==> src/rtl/dhvp_pkg.sv <==
// dhvp_pkg: shared types, character codes and the hex digit decoder
// for the dotted hex version parser; no dependencies
package dhvp_pkg;

   localparam int CHAR_WIDTH  = 8;
   localparam int VALUE_WIDTH = 24;
   localparam int BYTE_WIDTH  = 8;
   localparam int NIBBLE_WIDTH = 4;
   localparam int REQ_DATA_WIDTH = 8;
   localparam int RSP_DATA_WIDTH = 32;

   localparam logic [CHAR_WIDTH-1:0] CHAR_NUL = 8'h00;
   localparam logic [CHAR_WIDTH-1:0] CHAR_DOT = 8'h2E;
   localparam logic [CHAR_WIDTH-1:0] CHAR_0   = 8'h30;
   localparam logic [CHAR_WIDTH-1:0] CHAR_9   = 8'h39;
   localparam logic [CHAR_WIDTH-1:0] CHAR_LA  = 8'h61;
   localparam logic [CHAR_WIDTH-1:0] CHAR_LF  = 8'h66;
   localparam logic [CHAR_WIDTH-1:0] CHAR_UA  = 8'h41;
   localparam logic [CHAR_WIDTH-1:0] CHAR_UF  = 8'h46;
   localparam logic [CHAR_WIDTH-1:0] HEX_TEN  = 8'h0A;

   typedef enum logic [1:0] {
      PH_FIRST = 2'd0,
      PH_MORE  = 2'd1,
      PH_DELIM = 2'd2
   } phase_type;

   typedef struct packed {
      logic                  valid;
      logic [CHAR_WIDTH-1:0] char_code;
   } item_type;

   typedef struct packed {
      logic                    is_hex;
      logic [NIBBLE_WIDTH-1:0] value;
   } hex_type;

   function automatic hex_type hex_decode(input logic [CHAR_WIDTH-1:0] ch);
      hex_type                res;
      logic [CHAR_WIDTH-1:0]  diff;
      res  = '0;
      diff = '0;
      if (ch >= CHAR_0 && ch <= CHAR_9) begin
         diff = ch - CHAR_0;
         res.is_hex = 1'b1;
      end else if (ch >= CHAR_LA && ch <= CHAR_LF) begin
         diff = ch - CHAR_LA + HEX_TEN;
         res.is_hex = 1'b1;
      end else if (ch >= CHAR_UA && ch <= CHAR_UF) begin
         diff = ch - CHAR_UA + HEX_TEN;
         res.is_hex = 1'b1;
      end
      res.value = diff[NIBBLE_WIDTH-1:0];
      return res;
   endfunction

endpackage

==> src/rtl/dhvp_in_stage.sv <==
// dhvp_in_stage: input register for one character transfer
// depends on dhvp_pkg
module dhvp_in_stage (
   input  logic                                clock,
   input  logic                                reset,
   input  logic                                req_tvalid,
   output logic                                req_tready,
   input  logic [dhvp_pkg::REQ_DATA_WIDTH-1:0] req_tdata,  // char_code
   input  logic                                take,
   output dhvp_pkg::item_type                  item
);

   logic                                valid_ff, valid_in;
   logic [dhvp_pkg::CHAR_WIDTH-1:0]     char_ff, char_in;

   assign req_tready = !valid_ff || take;

   always_comb begin
      valid_in = valid_ff;
      char_in  = char_ff;
      if (req_tready) begin
         valid_in = req_tvalid;
         char_in  = req_tdata[dhvp_pkg::CHAR_WIDTH-1:0];
      end
   end

   always_ff @(posedge clock) begin
      if (reset) begin
         valid_ff <= 1'b0;
      end else begin
         valid_ff <= valid_in;
      end
      char_ff <= char_in;
   end

   assign item.valid     = valid_ff;
   assign item.char_code = char_ff;

endmodule

==> src/rtl/dhvp_parser.sv <==
// dhvp_parser: parse state machine, component registers and result register
// depends on dhvp_pkg
module dhvp_parser #(
   parameter int NUM_COMPONENTS       = 3,
   parameter int DIGITS_PER_COMPONENT = 2
) (
   input  logic                                clock,
   input  logic                                reset,
   input  dhvp_pkg::item_type                  item,
   output logic                                take,
   output logic                                rsp_tvalid,
   input  logic                                rsp_tready,
   output logic [dhvp_pkg::RSP_DATA_WIDTH-1:0] rsp_tdata  // ok, version_value
);

   localparam int CW  = dhvp_pkg::NIBBLE_WIDTH * DIGITS_PER_COMPONENT;
   localparam int CIW = (NUM_COMPONENTS > 1) ? $clog2(NUM_COMPONENTS) : 1;
   localparam int DCW = $clog2(DIGITS_PER_COMPONENT + 1);
   localparam int VW  = dhvp_pkg::VALUE_WIDTH;

   dhvp_pkg::phase_type   phase_ff, phase_in;
   logic                  failed_ff, failed_in;
   logic [DCW-1:0]        count_ff, count_in;
   logic [CIW-1:0]        index_ff, index_in;
   logic [CW-1:0]         comp_ff [NUM_COMPONENTS];
   logic [CW-1:0]         comp_in [NUM_COMPONENTS];
   logic                  rsp_valid_ff, rsp_valid_in;
   logic                  ok_ff, ok_in;
   logic [VW-1:0]         value_ff, value_in;

   dhvp_pkg::hex_type     hex;
   logic                  is_nul;
   logic                  good;
   logic                  last_index;
   logic [VW-1:0]         packed_v;

   assign is_nul     = item.char_code == dhvp_pkg::CHAR_NUL;
   assign take       = item.valid && (!is_nul || !rsp_valid_ff || rsp_tready);
   assign hex        = dhvp_pkg::hex_decode(item.char_code);
   assign good       = !failed_ff && phase_ff != dhvp_pkg::PH_FIRST;
   assign last_index = index_ff == CIW'(NUM_COMPONENTS - 1);

   always_comb begin
      packed_v = '0;
      for (int i = 0; i < NUM_COMPONENTS; i++) begin
         packed_v = (packed_v << dhvp_pkg::BYTE_WIDTH) + VW'(comp_ff[i]);
      end
   end

   always_comb begin
      phase_in  = phase_ff;
      failed_in = failed_ff;
      count_in  = count_ff;
      index_in  = index_ff;
      comp_in   = comp_ff;
      if (take) begin
         if (is_nul) begin
            phase_in  = dhvp_pkg::PH_FIRST;
            failed_in = 1'b0;
            count_in  = '0;
            index_in  = '0;
            for (int i = 0; i < NUM_COMPONENTS; i++) begin
               comp_in[i] = '0;
            end
         end else if (!failed_ff) begin
            if (item.char_code == dhvp_pkg::CHAR_DOT) begin
               if (phase_ff == dhvp_pkg::PH_FIRST || last_index) begin
                  failed_in = 1'b1;
               end else begin
                  index_in = index_ff + CIW'(1);
                  count_in = '0;
                  phase_in = dhvp_pkg::PH_FIRST;
               end
            end else if (!hex.is_hex) begin
               failed_in = 1'b1;
            end else begin
               unique case (phase_ff)
                  dhvp_pkg::PH_FIRST: begin
                     if (hex.value == '0) begin
                        phase_in = dhvp_pkg::PH_DELIM;
                     end else begin
                        comp_in[index_ff] = CW'(hex.value);
                        count_in = DCW'(1);
                        phase_in = dhvp_pkg::PH_MORE;
                     end
                  end
                  dhvp_pkg::PH_MORE: begin
                     if (count_ff >= DCW'(DIGITS_PER_COMPONENT)) begin
                        failed_in = 1'b1;
                     end else begin
                        count_in = count_ff + DCW'(1);
                        comp_in[index_ff] = CW'({comp_ff[index_ff], hex.value});
                     end
                  end
                  dhvp_pkg::PH_DELIM: begin
                     failed_in = 1'b1;
                  end
                  default: begin
                     failed_in = 1'b1;
                  end
               endcase
            end
         end
      end
   end

   always_comb begin
      rsp_valid_in = rsp_valid_ff && !rsp_tready;
      ok_in        = ok_ff;
      value_in     = value_ff;
      if (take && is_nul) begin
         rsp_valid_in = 1'b1;
         ok_in        = good;
         value_in     = good ? packed_v : '0;
      end
   end

   always_ff @(posedge clock) begin
      if (reset) begin
         phase_ff     <= dhvp_pkg::PH_FIRST;
         failed_ff    <= 1'b0;
         count_ff     <= '0;
         index_ff     <= '0;
         rsp_valid_ff <= 1'b0;
         for (int i = 0; i < NUM_COMPONENTS; i++) begin
            comp_ff[i] <= '0;
         end
      end else begin
         phase_ff     <= phase_in;
         failed_ff    <= failed_in;
         count_ff     <= count_in;
         index_ff     <= index_in;
         rsp_valid_ff <= rsp_valid_in;
         comp_ff      <= comp_in;
      end
      ok_ff    <= ok_in;
      value_ff <= value_in;
   end

   assign rsp_tvalid = rsp_valid_ff;
   assign rsp_tdata  = {{(dhvp_pkg::RSP_DATA_WIDTH - VW - 1){1'b0}}, value_ff, ok_ff};

   a_fail_sticky: assert property (@(posedge clock) disable iff (reset)
      failed_ff && !(take && is_nul) |=> failed_ff)
      else $error("failure flag dropped before end of string");

   a_nul_restarts: assert property (@(posedge clock) disable iff (reset)
      take && is_nul |=> phase_ff == dhvp_pkg::PH_FIRST && !failed_ff && index_ff == '0)
      else $error("parser not restarted after end of string");

   a_fail_zero: assert property (@(posedge clock) disable iff (reset)
      rsp_valid_ff && !ok_ff |-> value_ff == '0)
      else $error("failed result carries a nonzero value");

   a_delim_count: assert property (@(posedge clock) disable iff (reset)
      phase_ff == dhvp_pkg::PH_DELIM |-> count_ff == '0)
      else $error("digit count set after lone zero");

   a_index_range: assert property (@(posedge clock) disable iff (reset)
      index_ff <= CIW'(NUM_COMPONENTS - 1))
      else $error("component index out of range");

endmodule

==> src/rtl/dotted_hex_version_parser_core.sv <==
// dotted_hex_version_parser_core: a terminating NUL passes the input register and then
// the result register before its result shows on rsp; other characters give no result
// throughput is one character per cycle, as the parse step between the input register
// and the result register is combinational; a NUL waits only while
// the result register is still full and not being taken
// reset clears the parse state, component registers and both valid flags
module dotted_hex_version_parser_core #(
   parameter int NUM_COMPONENTS       = 3,
   parameter int DIGITS_PER_COMPONENT = 2
) (
   input  logic                                clock,
   input  logic                                reset,
   input  logic                                req_tvalid,
   output logic                                req_tready,
   input  logic [dhvp_pkg::REQ_DATA_WIDTH-1:0] req_tdata,  // char_code[7:0]
   output logic                                rsp_tvalid,
   input  logic                                rsp_tready,
   output logic [dhvp_pkg::RSP_DATA_WIDTH-1:0] rsp_tdata   // ok[0], version_value[24:1]
);

   dhvp_pkg::item_type item;
   logic               take;

   dhvp_in_stage u_in_stage (
      .clock      (clock),
      .reset      (reset),
      .req_tvalid (req_tvalid),
      .req_tready (req_tready),
      .req_tdata  (req_tdata),
      .take       (take),
      .item       (item)
   );

   dhvp_parser #(
      .NUM_COMPONENTS       (NUM_COMPONENTS),
      .DIGITS_PER_COMPONENT (DIGITS_PER_COMPONENT)
   ) u_parser (
      .clock      (clock),
      .reset      (reset),
      .item       (item),
      .take       (take),
      .rsp_tvalid (rsp_tvalid),
      .rsp_tready (rsp_tready),
      .rsp_tdata  (rsp_tdata)
   );

endmodule
==> config.mk <==
export PLATFORM = sky130hd
export DESIGN_NAME = dotted_hex_version_parser_core
export DESIGN_NICKNAME = d
export VERILOG_FILES = /design/src/rtl/dhvp_pkg.sv /design/src/rtl/dhvp_in_stage.sv /design/src/rtl/dhvp_parser.sv /design/src/rtl/dotted_hex_version_parser_core.sv
export SDC_FILE = /design/constraint.sdc
export NUM_CORES = 1
export LEC_CHECK = 0
export ABC_CLOCK_PERIOD_IN_PS = 7600
export BUFFER_PORTS_ARGS = -buffer_cell sky130_fd_sc_hd__buf_2
export CAP_MARGIN = 0
export CORE_MARGIN = 3
export CORE_UTILIZATION = 60
export DETAILED_ROUTE_END_ITERATION = 8
export GPL_TIMING_DRIVEN = 0
export HOLD_SLACK_MARGIN = 0.1
export PLACE_DENSITY = 0.87
export SYNTH_ARGS = -nofsm -noshare
export SYNTH_HDL_FRONTEND = slang
export SYNTH_SLANG_ARGS = --single-unit
==> constraint.sdc <==
create_clock -name clock -period 7.6 [get_ports clock]
set_input_delay 0.38 -clock clock [delete_from_list [all_inputs] [get_ports clock]]
set_output_delay 0.38 -clock clock [all_outputs]
set_load 0.05 [all_outputs]
==> reports/qor.yml, run 1 <==
ctsHoldBuffers: 0
intPower_uw: 567
p_clk_share_pct: 42.5
syn_to_final_growth_pct: 15.8
clockBufferDepth: 2
seq_area_mm2: 0.00165
p_seq_share_pct: 51.9
first_pass_iters: 4
dr.first_iter.drc_count: 193
multi_input_area_mm2: 0.00135
grt_pass1_wl_um: 10900
ir_worst_vdd_mv: 0.197
ys_types: 50
finalHoldViolations: 0
synth_area_mm2: 0.00319
start_util_pct: 64.6
drt-total-wl_um: 6510
period_needed_ps: 3280
postCtsSetupRepairBufs: 0
power.switching_uw: 158
avgSynthCellArea_um2: 10.3
dieWidth_um: 79.0
leakage_nw: 1.39
synthCells: 311
num-fill-cells: 342
cts.repair.resized: 0
relSlewSlack_pct: 55.6
final.setup.tns_ps: 0
fin_crit_sh_pct: 43.1
netSwitchingFraction_pct: 21.8
vias: 2454
criticalPathCategory: "reg -> reg"
p_comb_share_pct: 5.5
p_per_area_mw_per_mm2: 196
dieHeight_um: 79.0
diodes: 0
nNetsFinal: 387
grt_max_degree: 30
setup.worst_path.end_class: "flop"
finalPower_uw: 725
dieArea_mm2: 0.00624
drv_slew: 0
critPathLaunchType: "flop"
rsz0062_at_grt: "false"
first_global_vias: 2394
htree_levels: 3
path_clk_slew_ps: 60
worst-endpoint-required_ps: 7810
cts_buffers: 9
hp-class: "in -> reg"
path_max_fanout: 29
gr-total-overflow: 0
yosysWarnings: 0
drv_cap: 0
placed_cell_area_mm2: 0.00349
seq_area_frac_synth_pct: 51.7
ys_ff_latch: 66
avgRoutedWirePerCell_um: 14.9
synth_ff_type: "edfxtp_1"
async_flop_share_pct: 0
track_usage_pct: 22.8
synth_edf_count: 33
detail-route-antenna-nets: 0
status: "finished, final reports clean"
row_count: 25
cts_tree: "done"
grt_antenna_before_repair: 0
place_hpwl_um: 4640
core_mm2: 0.00494
setup_violations: 0
ios: 46
cts.sinks: 66
drc: 0
cts_root_buffer: "clkbuf_8"
clock_skew_ps: 4.84
drt-vias-per-instance: 5.60
cp.arrival_ps: 3490
io_buffer_count: 38
max_slew.worst_pin.slew_ps: 667
clock_latency_ps: 350
drive_gt1_share_pct: 22.1
place.gp.congestion: 0.833
fmax_mhz: 305
fin_area_mm2: 0.00370
[worst max-delay path, stage by stage, from the launching register on]
cell and delay (ps):
edfxtp_1 490, inv_1 170, ha_1 170, or4b_1 520
nor2_2 350, and3_1 210, buf_2 540, nor2_2 180
clkbuf_1 270, nand2_1 150, mux2i_1 80
[sequential cells by signal, indices dropped and copies added (netlist names)]
| signal | flops |
|---|---|
| u_parser.phase_ff | 2 |
| u_parser.value_ff | 24 |
| u_parser.index_ff | 2 |
| u_parser.count_ff | 2 |
| u_parser.comp_ff | 24 |
| u_parser.rsp_tvalid | 1 |
| u_in_stage.valid_ff | 1 |
| u_parser.failed_ff | 1 |
| u_parser.ok_ff | 1 |
| u_in_stage.char_ff | 8 |
[cell usage after synthesis (2+ instances only)]
cell / count / area (µm²)
a31oi_1: 2 / 12.5
edfxtp_1: 33 / 991
and2_1: 12 / 75.1
mux2i_1: 19 / 190
nor3_1: 15 / 75.1
nand2_1: 40 / 150
or4b_1: 5 / 50.1
o21bai_1: 2 / 15.0
a21oi_1: 10 / 50.1
or2_2: 2 / 12.5
nor2b_1: 3 / 18.8
clkbuf_1: 6 / 22.5
buf_6: 2 / 22.5
nor2_1: 22 / 82.6
o31ai_2: 3 / 37.5
o211ai_1: 3 / 22.5
o21ai_0: 4 / 20.0
ha_1: 9 / 113
inv_1: 19 / 71.3
o22ai_1: 8 / 50.1
and3_1: 4 / 25.0
o2bb2ai_1: 6 / 52.6
nand4_1: 2 / 12.5
buf_4: 9 / 67.6
nor2_2: 2 / 12.5
buf_2: 4 / 20.0
o21ai_1: 2 / 10.0
nor4b_1: 5 / 43.8
dfxtp_1: 33 / 661
nor3_2: 2 / 20.0
nand3_1: 4 / 20.0
[layout make-up]
cell class / count / area share (%)
clock buffer: 14 / 4.70
timing repair buffer: 38 / 5.14
tap: 67 / 2.27
buffer: 22 / 3.96
clock inverter: 2 / 0.913
inverter: 19 / 1.93
sequential: 66 / 44.7
multi-input combinational: 210 / 36.4
[metal layers]
layer / global-route usage (%) / up-vias / part of all wire [%]
li1: - / 1195 / -
met1: 26.9 / 1158 / 42
met2: 37.8 / 86 / 50
met3: 6.12 / 15 / 6.1
met4: 12.4 / 0 / 2.3
met5: 0 / - / 0
[cells by family (layout without fill, tap and decap cells)]
family,Yosys count,count (layout),synth area share [%]
flops,66,66,51.7
compound gates,45,45,9.83
simple gates,130,130,22.1
other cells,1,7,0.117
fa+ha+maj,9,9,3.53
buf+inv,41,95,6.82
mux,19,19,5.95
[per-stage QoR]
| stage | hold WS [ps] | cells | setup WS [ps] | utilization [%] |
|---|---|---|---|---|
| 6_report | 208 | 438 | 4320 | 74.8 |
| 2_1_floorplan | 430 | 317 | 4920 | - |
| 4_1_cts | 193 | 438 | 4310 | 74.8 |
| 3_5_place_dp | 445 | 422 | 4370 | 70.6 |
| 3_3_place_gp | 441 | 422 | 4500 | 70.6 |
| 5_1_grt | 191 | 438 | 4050 | 74.8 |
[path summary, 6_finish.rpt]
check / depth (start not counted) / startpoint / to / slack (ps)
max: 10 / u_in_stage.char_ff[0]$_DFFE_PP_ / u_parser.comp_ff[4]$_SDFFE_PP0P_ / 4320
min: 1 / req_tdata[0] / u_in_stage.char_ff[0]$_DFFE_PP_ / 210
max reg2reg: 10 / u_in_stage.char_ff[0]$_DFFE_PP_ / u_parser.comp_ff[4]$_SDFFE_PP0P_ / 4320
min reg2reg: 2 / u_parser.comp_ff[14]$_SDFFE_PP0P_ / u_parser.comp_ff[14]$_SDFFE_PP0P_ / 460
[power groups by stage]
stage               combinational [mW]  sequential, mW  clock (mW)
finish                          0.0402           0.377       0.308
global route                    0.0436           0.377       0.329
CTS                             0.0396           0.376       0.312
detailed placement              0.0391           0.384           0
global placement                0.0381           0.384           0
floorplan                       0.0307           0.384           0
[placed cells by master, fill, tap and decap left out, types with 10 or more instances in the layout]
cell type	instances
nor3_1	15
edfxtp_1	33
a21oi_1	10
dfxtp_1	33
inv_1	19
nor2_1	22
and2_1	12
clkbuf_8	11
mux2i_1	19
buf_2	42
nand2_1	40
No activity file was read; power rests on OpenSTA's default activity.
==> run 2: changes to the inputs <==
Settings changed: ABC_AREA from default to 1, ABC_CLOCK_PERIOD_IN_PS 7600 to 3400, CORE_UTILIZATION 60 to 57, PLACE_DENSITY 0.87 to 0.84.
Clock period 7.6 ns to 3.4 ns, I/O delays scaled along.
==> run 2 against run 1 <==
Effect of this change:
- first-iteration DRC count shrank 7.3%
- final area rose by 2.4%
- sequential power rose by 120%
- non-clock buffer count rose by 5
- routed wire length decreased by 0.51%
- worst setup slack lost 3800 ps
- clock-buffer cell count fell by 3
- combinational power grew 120%
- highest routed layer unchanged
==> reports/qor.yml, run 2 <==
path_clk_slew_ps: 70
criticalPathCategory: "reg -> reg"
cts_root_buffer: "clkbuf_8"
worst-endpoint-required_ps: 3660
ctsHoldBuffers: 10
max_slew.worst_pin.slew_ps: 984
seq_area_mm2: 0.00165
synth_most_common_cell: "nand2_1"
fmax_mhz: 348
start_util_pct: 60.5
critPathLaunchType: "flop"
cp-endpoint: "u_parser.phase_ff[1]$_SDFFE_PP0P_"
drc: 0
cts_tree: "done"
setup_violations: 0
ys_ff_latch: 66
yosysWarnings: 0
place_hpwl_um: 4510
netlist.area_leader.share_pct: 31.3
avgSynthCellArea_um2: 8.13
cts.repair.resized: 0
finalHoldViolations: 0
relSlewSlack_pct: 34.3
dieHeight_um: 80.6
avgRoutedWirePerCell_um: 12.2
detail-route-antenna-nets: 0
grt_antenna_before_repair: 0
grt_pass1_wl_um: 11000
crit_cells: 11
track_usage_pct: 22.5
cts.sinks: 66
hp-class: "in -> reg"
dieWidth_um: 80.6
r2r_slack_ps: 530
place.gp.congestion: 0.944
gr-total-overflow: 0
nNetsFinal: 476
reg_top3: "u_parser.comp_ff (24), u_parser.value_ff (24), u_in_stage.char_ff (8)"
synth_ff_type: "edfxtp_1"
dp_slack_ps: 521
layout_common_cells: "nand2_1, nor2_1, inv_1, buf_2"
period_needed_ps: 2870
clockBufferDepth: 2
vias: 2631
multi_input_area_mm2: 0.00121
final.setup.tns_ps: 0
synth_common_cells: "nand2_1, nor2_1, inv_1"
core_mm2: 0.00524
dieArea_mm2: 0.00649
htree_levels: 3
leakage_nw: 1.66
ys_types: 31
status: "finished, final reports clean"
drt-total-wl_um: 6480
ios: 46
clock_latency_ps: 340
drv_slew: 0
setup.worst_path.start: "u_in_stage.char_ff[0]$_DFFE_PP_"
p_per_area_mw_per_mm2: 436
cts_buffers: 9
setup.worst_path.end_class: "flop"
final_core_util_pct: 72.3
critPathBufInv: 4
row_count: 26
clock_skew_ps: 6.48
cp.arrival_ps: 3130
synth_top_cell_by_area: "edfxtp_1"
postCtsSetupRepairBufs: 0
syn_to_final_growth_pct: 19.5
synthCells: 390
worstPathCellList: "inv_1 > ha_1 > inv_1 > nor3_4 > inv_2 > o21a_1 > nand2_1 > inv_1 > nor2_2 > nand2_1 > a21oi_1"
first_global_vias: 2509
diodes: 0
dr.first_iter.drc_count: 179
path_max_fanout: 27
rsz0062_at_grt: "false"
mostFrequentLayoutCell: "nand2_1"
cpLargestDelayFamily: "simple AND/OR/NAND/NOR gates"
timing.critical_path.mode_cell: "inv_1"
ir_worst_vdd_mv: 0.290
synth_area_leaders: "edfxtp_1, dfxtp_1, nand2_1"
grt_max_degree: 28
synth_area_mm2: 0.00317
io_buffer_count: 38
critPathSlowestCell: "edfxtp_1"
drt-vias-per-instance: 4.96
fin_ws_ps: 526
worstRegToRegCells: 11
critPathMaxStageDelay_ps: 460
async_flop_share_pct: 0
drv_cap: 0
drive_gt1_share_pct: 16.3
seq_area_frac_synth_pct: 52.1
synth_edf_count: 33
r2r_start: "u_in_stage.char_ff[0]$_DFFE_PP_"
fin_crit_sh_pct: 84.5
num-fill-cells: 407
first_pass_iters: 4
r2r-end: "u_parser.phase_ff[1]$_SDFFE_PP0P_"
-- run 2: cell count changes in the layout (fill, tap and decap cells not counted), moves of 19 or more --
cell,before,now
a21oi_1,10,29
inv_1,19,57
mux2i_1,19,0
nand2_1,40,87
nand3_1,4,27
nor2_1,22,67
-- run 2: final cells by class --
class	instances	area share [%]
sequential	66	43.6
multi-input combinational	254	31.9
timing repair buffer	48	7.66
inverter	59	5.85
clock buffer	11	3.73
buffer	17	2.91
tap	70	2.31
clock inverter	5	2.05
-- run 2: per-stage QoR --
stage               area (µm²)  hold slack [ps]  power (mW)  cells
CTS                       3790              119        1.66    530
detailed placement        3470              349       0.939    504
floorplan                 3190              249       0.922    396
global placement          3470              346       0.937    504
finish                    3790              126        1.65    530
global route              3790              140        1.71    530
-- run 2: cell families after synthesis --
kind of cell,synth area share [%]
buffers and inverters,10.5
flip-flops,52.1
AO/OA/AOI/OAI,6.79
adder cells (fa/ha/maj),3.55
other,0.118
AND/OR/NAND/NOR,27.0
-- run 2: worst min path at each step --
stage	startpoint	end	cells past startpoint
6_report	rsp_tready	u_parser.rsp_tvalid$_SDFF_PP0_	4
5_1_grt	rsp_tready	u_parser.rsp_tvalid$_SDFF_PP0_	4
4_1_cts	rsp_tready	u_parser.rsp_tvalid$_SDFF_PP0_	4
3_5_place_dp	req_tdata[0]	u_in_stage.char_ff[0]$_DFFE_PP_	1
3_3_place_gp	req_tdata[0]	u_in_stage.char_ff[0]$_DFFE_PP_	1
2_1_floorplan	reset	u_parser.failed_ff$_SDFFE_PP0P_	1
-- run 2: power by group --
part           internal [mW]  total, mW  switching, mW
Sequential             0.836      0.843        0.00658
Clock                  0.430      0.718          0.288
Combinational         0.0324     0.0902         0.0578
Total                   1.30       1.65          0.352
-- run 2: per-layer routing --
| metal | wire, µm | vias to the layer above | global-route usage [%] | part of all wire (%) |
|---|---|---|---|---|
| met3 | 363 | 15 | 6.73 | 5.6 |
| met4 | 158 | 0 | 12.2 | 2.4 |
| li1 | - | 1349 | - | - |
| met2 | 3320 | 77 | 37.8 | 51 |
| met5 | 0 | - | 0 | 0 |
| met1 | 2640 | 1190 | 25.4 | 41 |
-- run 2: worst reg2reg max path: stages (launching register included) --
cell	delay (ps)
edfxtp_1	460
inv_1	180
ha_1	190
inv_1	70
nor3_4	310
inv_2	140
o21a_1	230
nand2_1	110
inv_1	420
nor2_2	420
nand2_1	90
a21oi_1	190
==> run 3: changes to the inputs <==
Settings changed: ABC_AREA 1 to 0, ABC_CLOCK_PERIOD_IN_PS 3400 to 2730.
Clock period 3.4 ns to 2.73 ns, I/O delays scaled along.
==> run 3 against run 2 <==
Effect of this change:
- register-to-register slack worse by 400 ps
- first-iteration DRC count is 5.0% higher
- clock-buffer cell count is 2 lower
- clock power is 26% higher
- sequential power is 25% higher
- final area is 2.9% higher
- worst setup slack worse by 400 ps
- sequential share of layout area is 1.2 points lower
- die area is 0.73% higher
- critical endpoint unchanged
==> reports/qor.yml, run 3 (synthesized netlist as in run 1, its figures left out) <==
dieWidth_um: 80.9
track_usage_pct: 22.3
htree_levels: 3
gr-total-overflow: 0
syn_to_final_growth_pct: 22.1
dp_slack_ps: -497
drv_cap: 0
ir_worst_vdd_mv: 0.383
layout_common_cells: "nand2_1, buf_2, edfxtp_1, dfxtp_1, nor2_1"
drive_gt1_share_pct: 24.8
r2r_start: "u_parser.index_ff[0]$_SDFFE_PP0P_"
critPathBufInv: 2
cp.arrival_ps: 2890
dieHeight_um: 80.9
leakage_nw: 1.48
netSwitchingFraction_pct: 23.0
fmax_mhz: 384
p_clk_share_pct: 43.4
p_seq_share_pct: 50.4
hp-class: "in -> reg"
stdcell_count: 457
clock_skew_ps: 7.22
start_util_pct: 60.6
vias: 2506
grt_max_degree: 30
nNetsFinal: 403
fin_crit_sh_pct: 95.3
criticalPathCategory: "reg -> reg"
cpLargestDelayFamily: "simple AND/OR/NAND/NOR gates"
core_mm2: 0.00527
io_buffer_count: 38
dieArea_mm2: 0.00654
setup.worst_path.end_class: "flop"
drt-vias-per-instance: 5.48
path_clk_slew_ps: 70
detail-route-antenna-nets: 0
setup.worst_path.start: "u_parser.index_ff[0]$_SDFFE_PP0P_"
place_inst: 425
worst-endpoint-required_ps: 3010
clock_latency_ps: 350
cts_buffers: 9
drt-total-wl_um: 6650
place.gp.congestion: 0.829
first_global_vias: 2329
critPathMaxStageDelay_ps: 520
reg_top3: "u_parser.comp_ff (24), u_parser.value_ff (24), u_in_stage.char_ff (8)"
ios: 46
status: "finished, final reports clean"
worstPathCellList: "clkbuf_2 > inv_1 > ha_1 > o21bai_1 > or3_4 > a31oi_2 > o21ai_1 > or4b_1 > a21oi_1"
row_count: 26
first_pass_iters: 4
p_per_area_mw_per_mm2: 534
clockBufferDepth: 2
finalPower_mw: 2.08
intPower_mw: 1.60
place_hpwl_um: 4460
period_needed_ps: 2600
path_max_fanout: 6
cts_tree: "done"
drc: 0
finalHoldViolations: 0
p_comb_share_pct: 6.2
dr.first_iter.drc_count: 188
power.switching_uw: 479
critPathSlowestCell: "or4b_1"
drv_slew: 0
diodes: 0
critPathLaunchType: "flop"
setup_violations: 0
min_from: "reset"
grt_antenna_before_repair: 0
fin_ws_ps: 128
grt_pass1_wl_um: 10800
cts.sinks: 66
mostFrequentLayoutCell: "nand2_1"
avgRoutedWirePerCell_um: 14.6
cts_root_buffer: "clkbuf_8"
run 3: per-layer routing:
metal / wire [µm] / part of all wire, % / track usage, %
met1: 2850 / 43 / 26.5
met2: 3290 / 49 / 36.4
met3: 346 / 5.2 / 7.32
met4: 160 / 2.4 / 10.5
met5: 0 / 0 / 0
run 3: area by class of cell:
class	instances	area (µm²)
Fill cell	386	1370
Multi-Input combinational cell	210	1370
Sequential cell	66	1650
Tap cell	70	87.6
Timing Repair Buffer	54	335
Buffer	22	169
Clock inverter	7	92.6
Clock buffer	9	124
Inverter	19	71.3
run 3: path summary, 6_finish.rpt:
kind | to | slack [ps] | cells after the start
max reg2reg | u_parser.phase_ff[1]$_SDFFE_PP0P_ | 130 | 9
min reg2reg | u_parser.comp_ff[22]$_SDFFE_PP0P_ | 450 | 2
min | u_parser.comp_ff[3]$_SDFFE_PP0P_ | 120 | 3
max | u_parser.phase_ff[1]$_SDFFE_PP0P_ | 130 | 9
run 3: worst min-delay path, delay by kind of cell:
kind	cells	cell delay (ps)
buffers and inverters	1	90
and+or+nand+nor	1	120
AOI/OAI and AO/OA	1	70
run 3: stage by stage:
step	hold slack (ps)	TNS (ps)	instance area, µm²	util, %
3_5_place_dp	315	-11310	3490	66.3
6_report	117	0	3900	74.0
3_3_place_gp	312	-6480	3490	66.3
2_1_floorplan	235	0	3220	-
4_1_cts	101	0	3850	73.1
5_1_grt	126	-747	3900	74.0
run 3: power groups by stage:
stage,clock (mW),combinational [mW],sequential (mW)
after floorplan,0,0.0856,1.07
after global placement,0,0.106,1.07
after detailed placement,0,0.109,1.07
after CTS,0.912,0.122,1.05
after global routing,0.962,0.140,1.05
final,0.903,0.130,1.05
run 3: repair_timing:
item                                    in CTS  in global routing
resized for setup                            7                  6
hold endpoints to repair                    10                  0
hold buffers                                10                  0
endpoints found under the setup margin      54                 29
pin swaps                                    1                  0
setup buffers                                2                  4
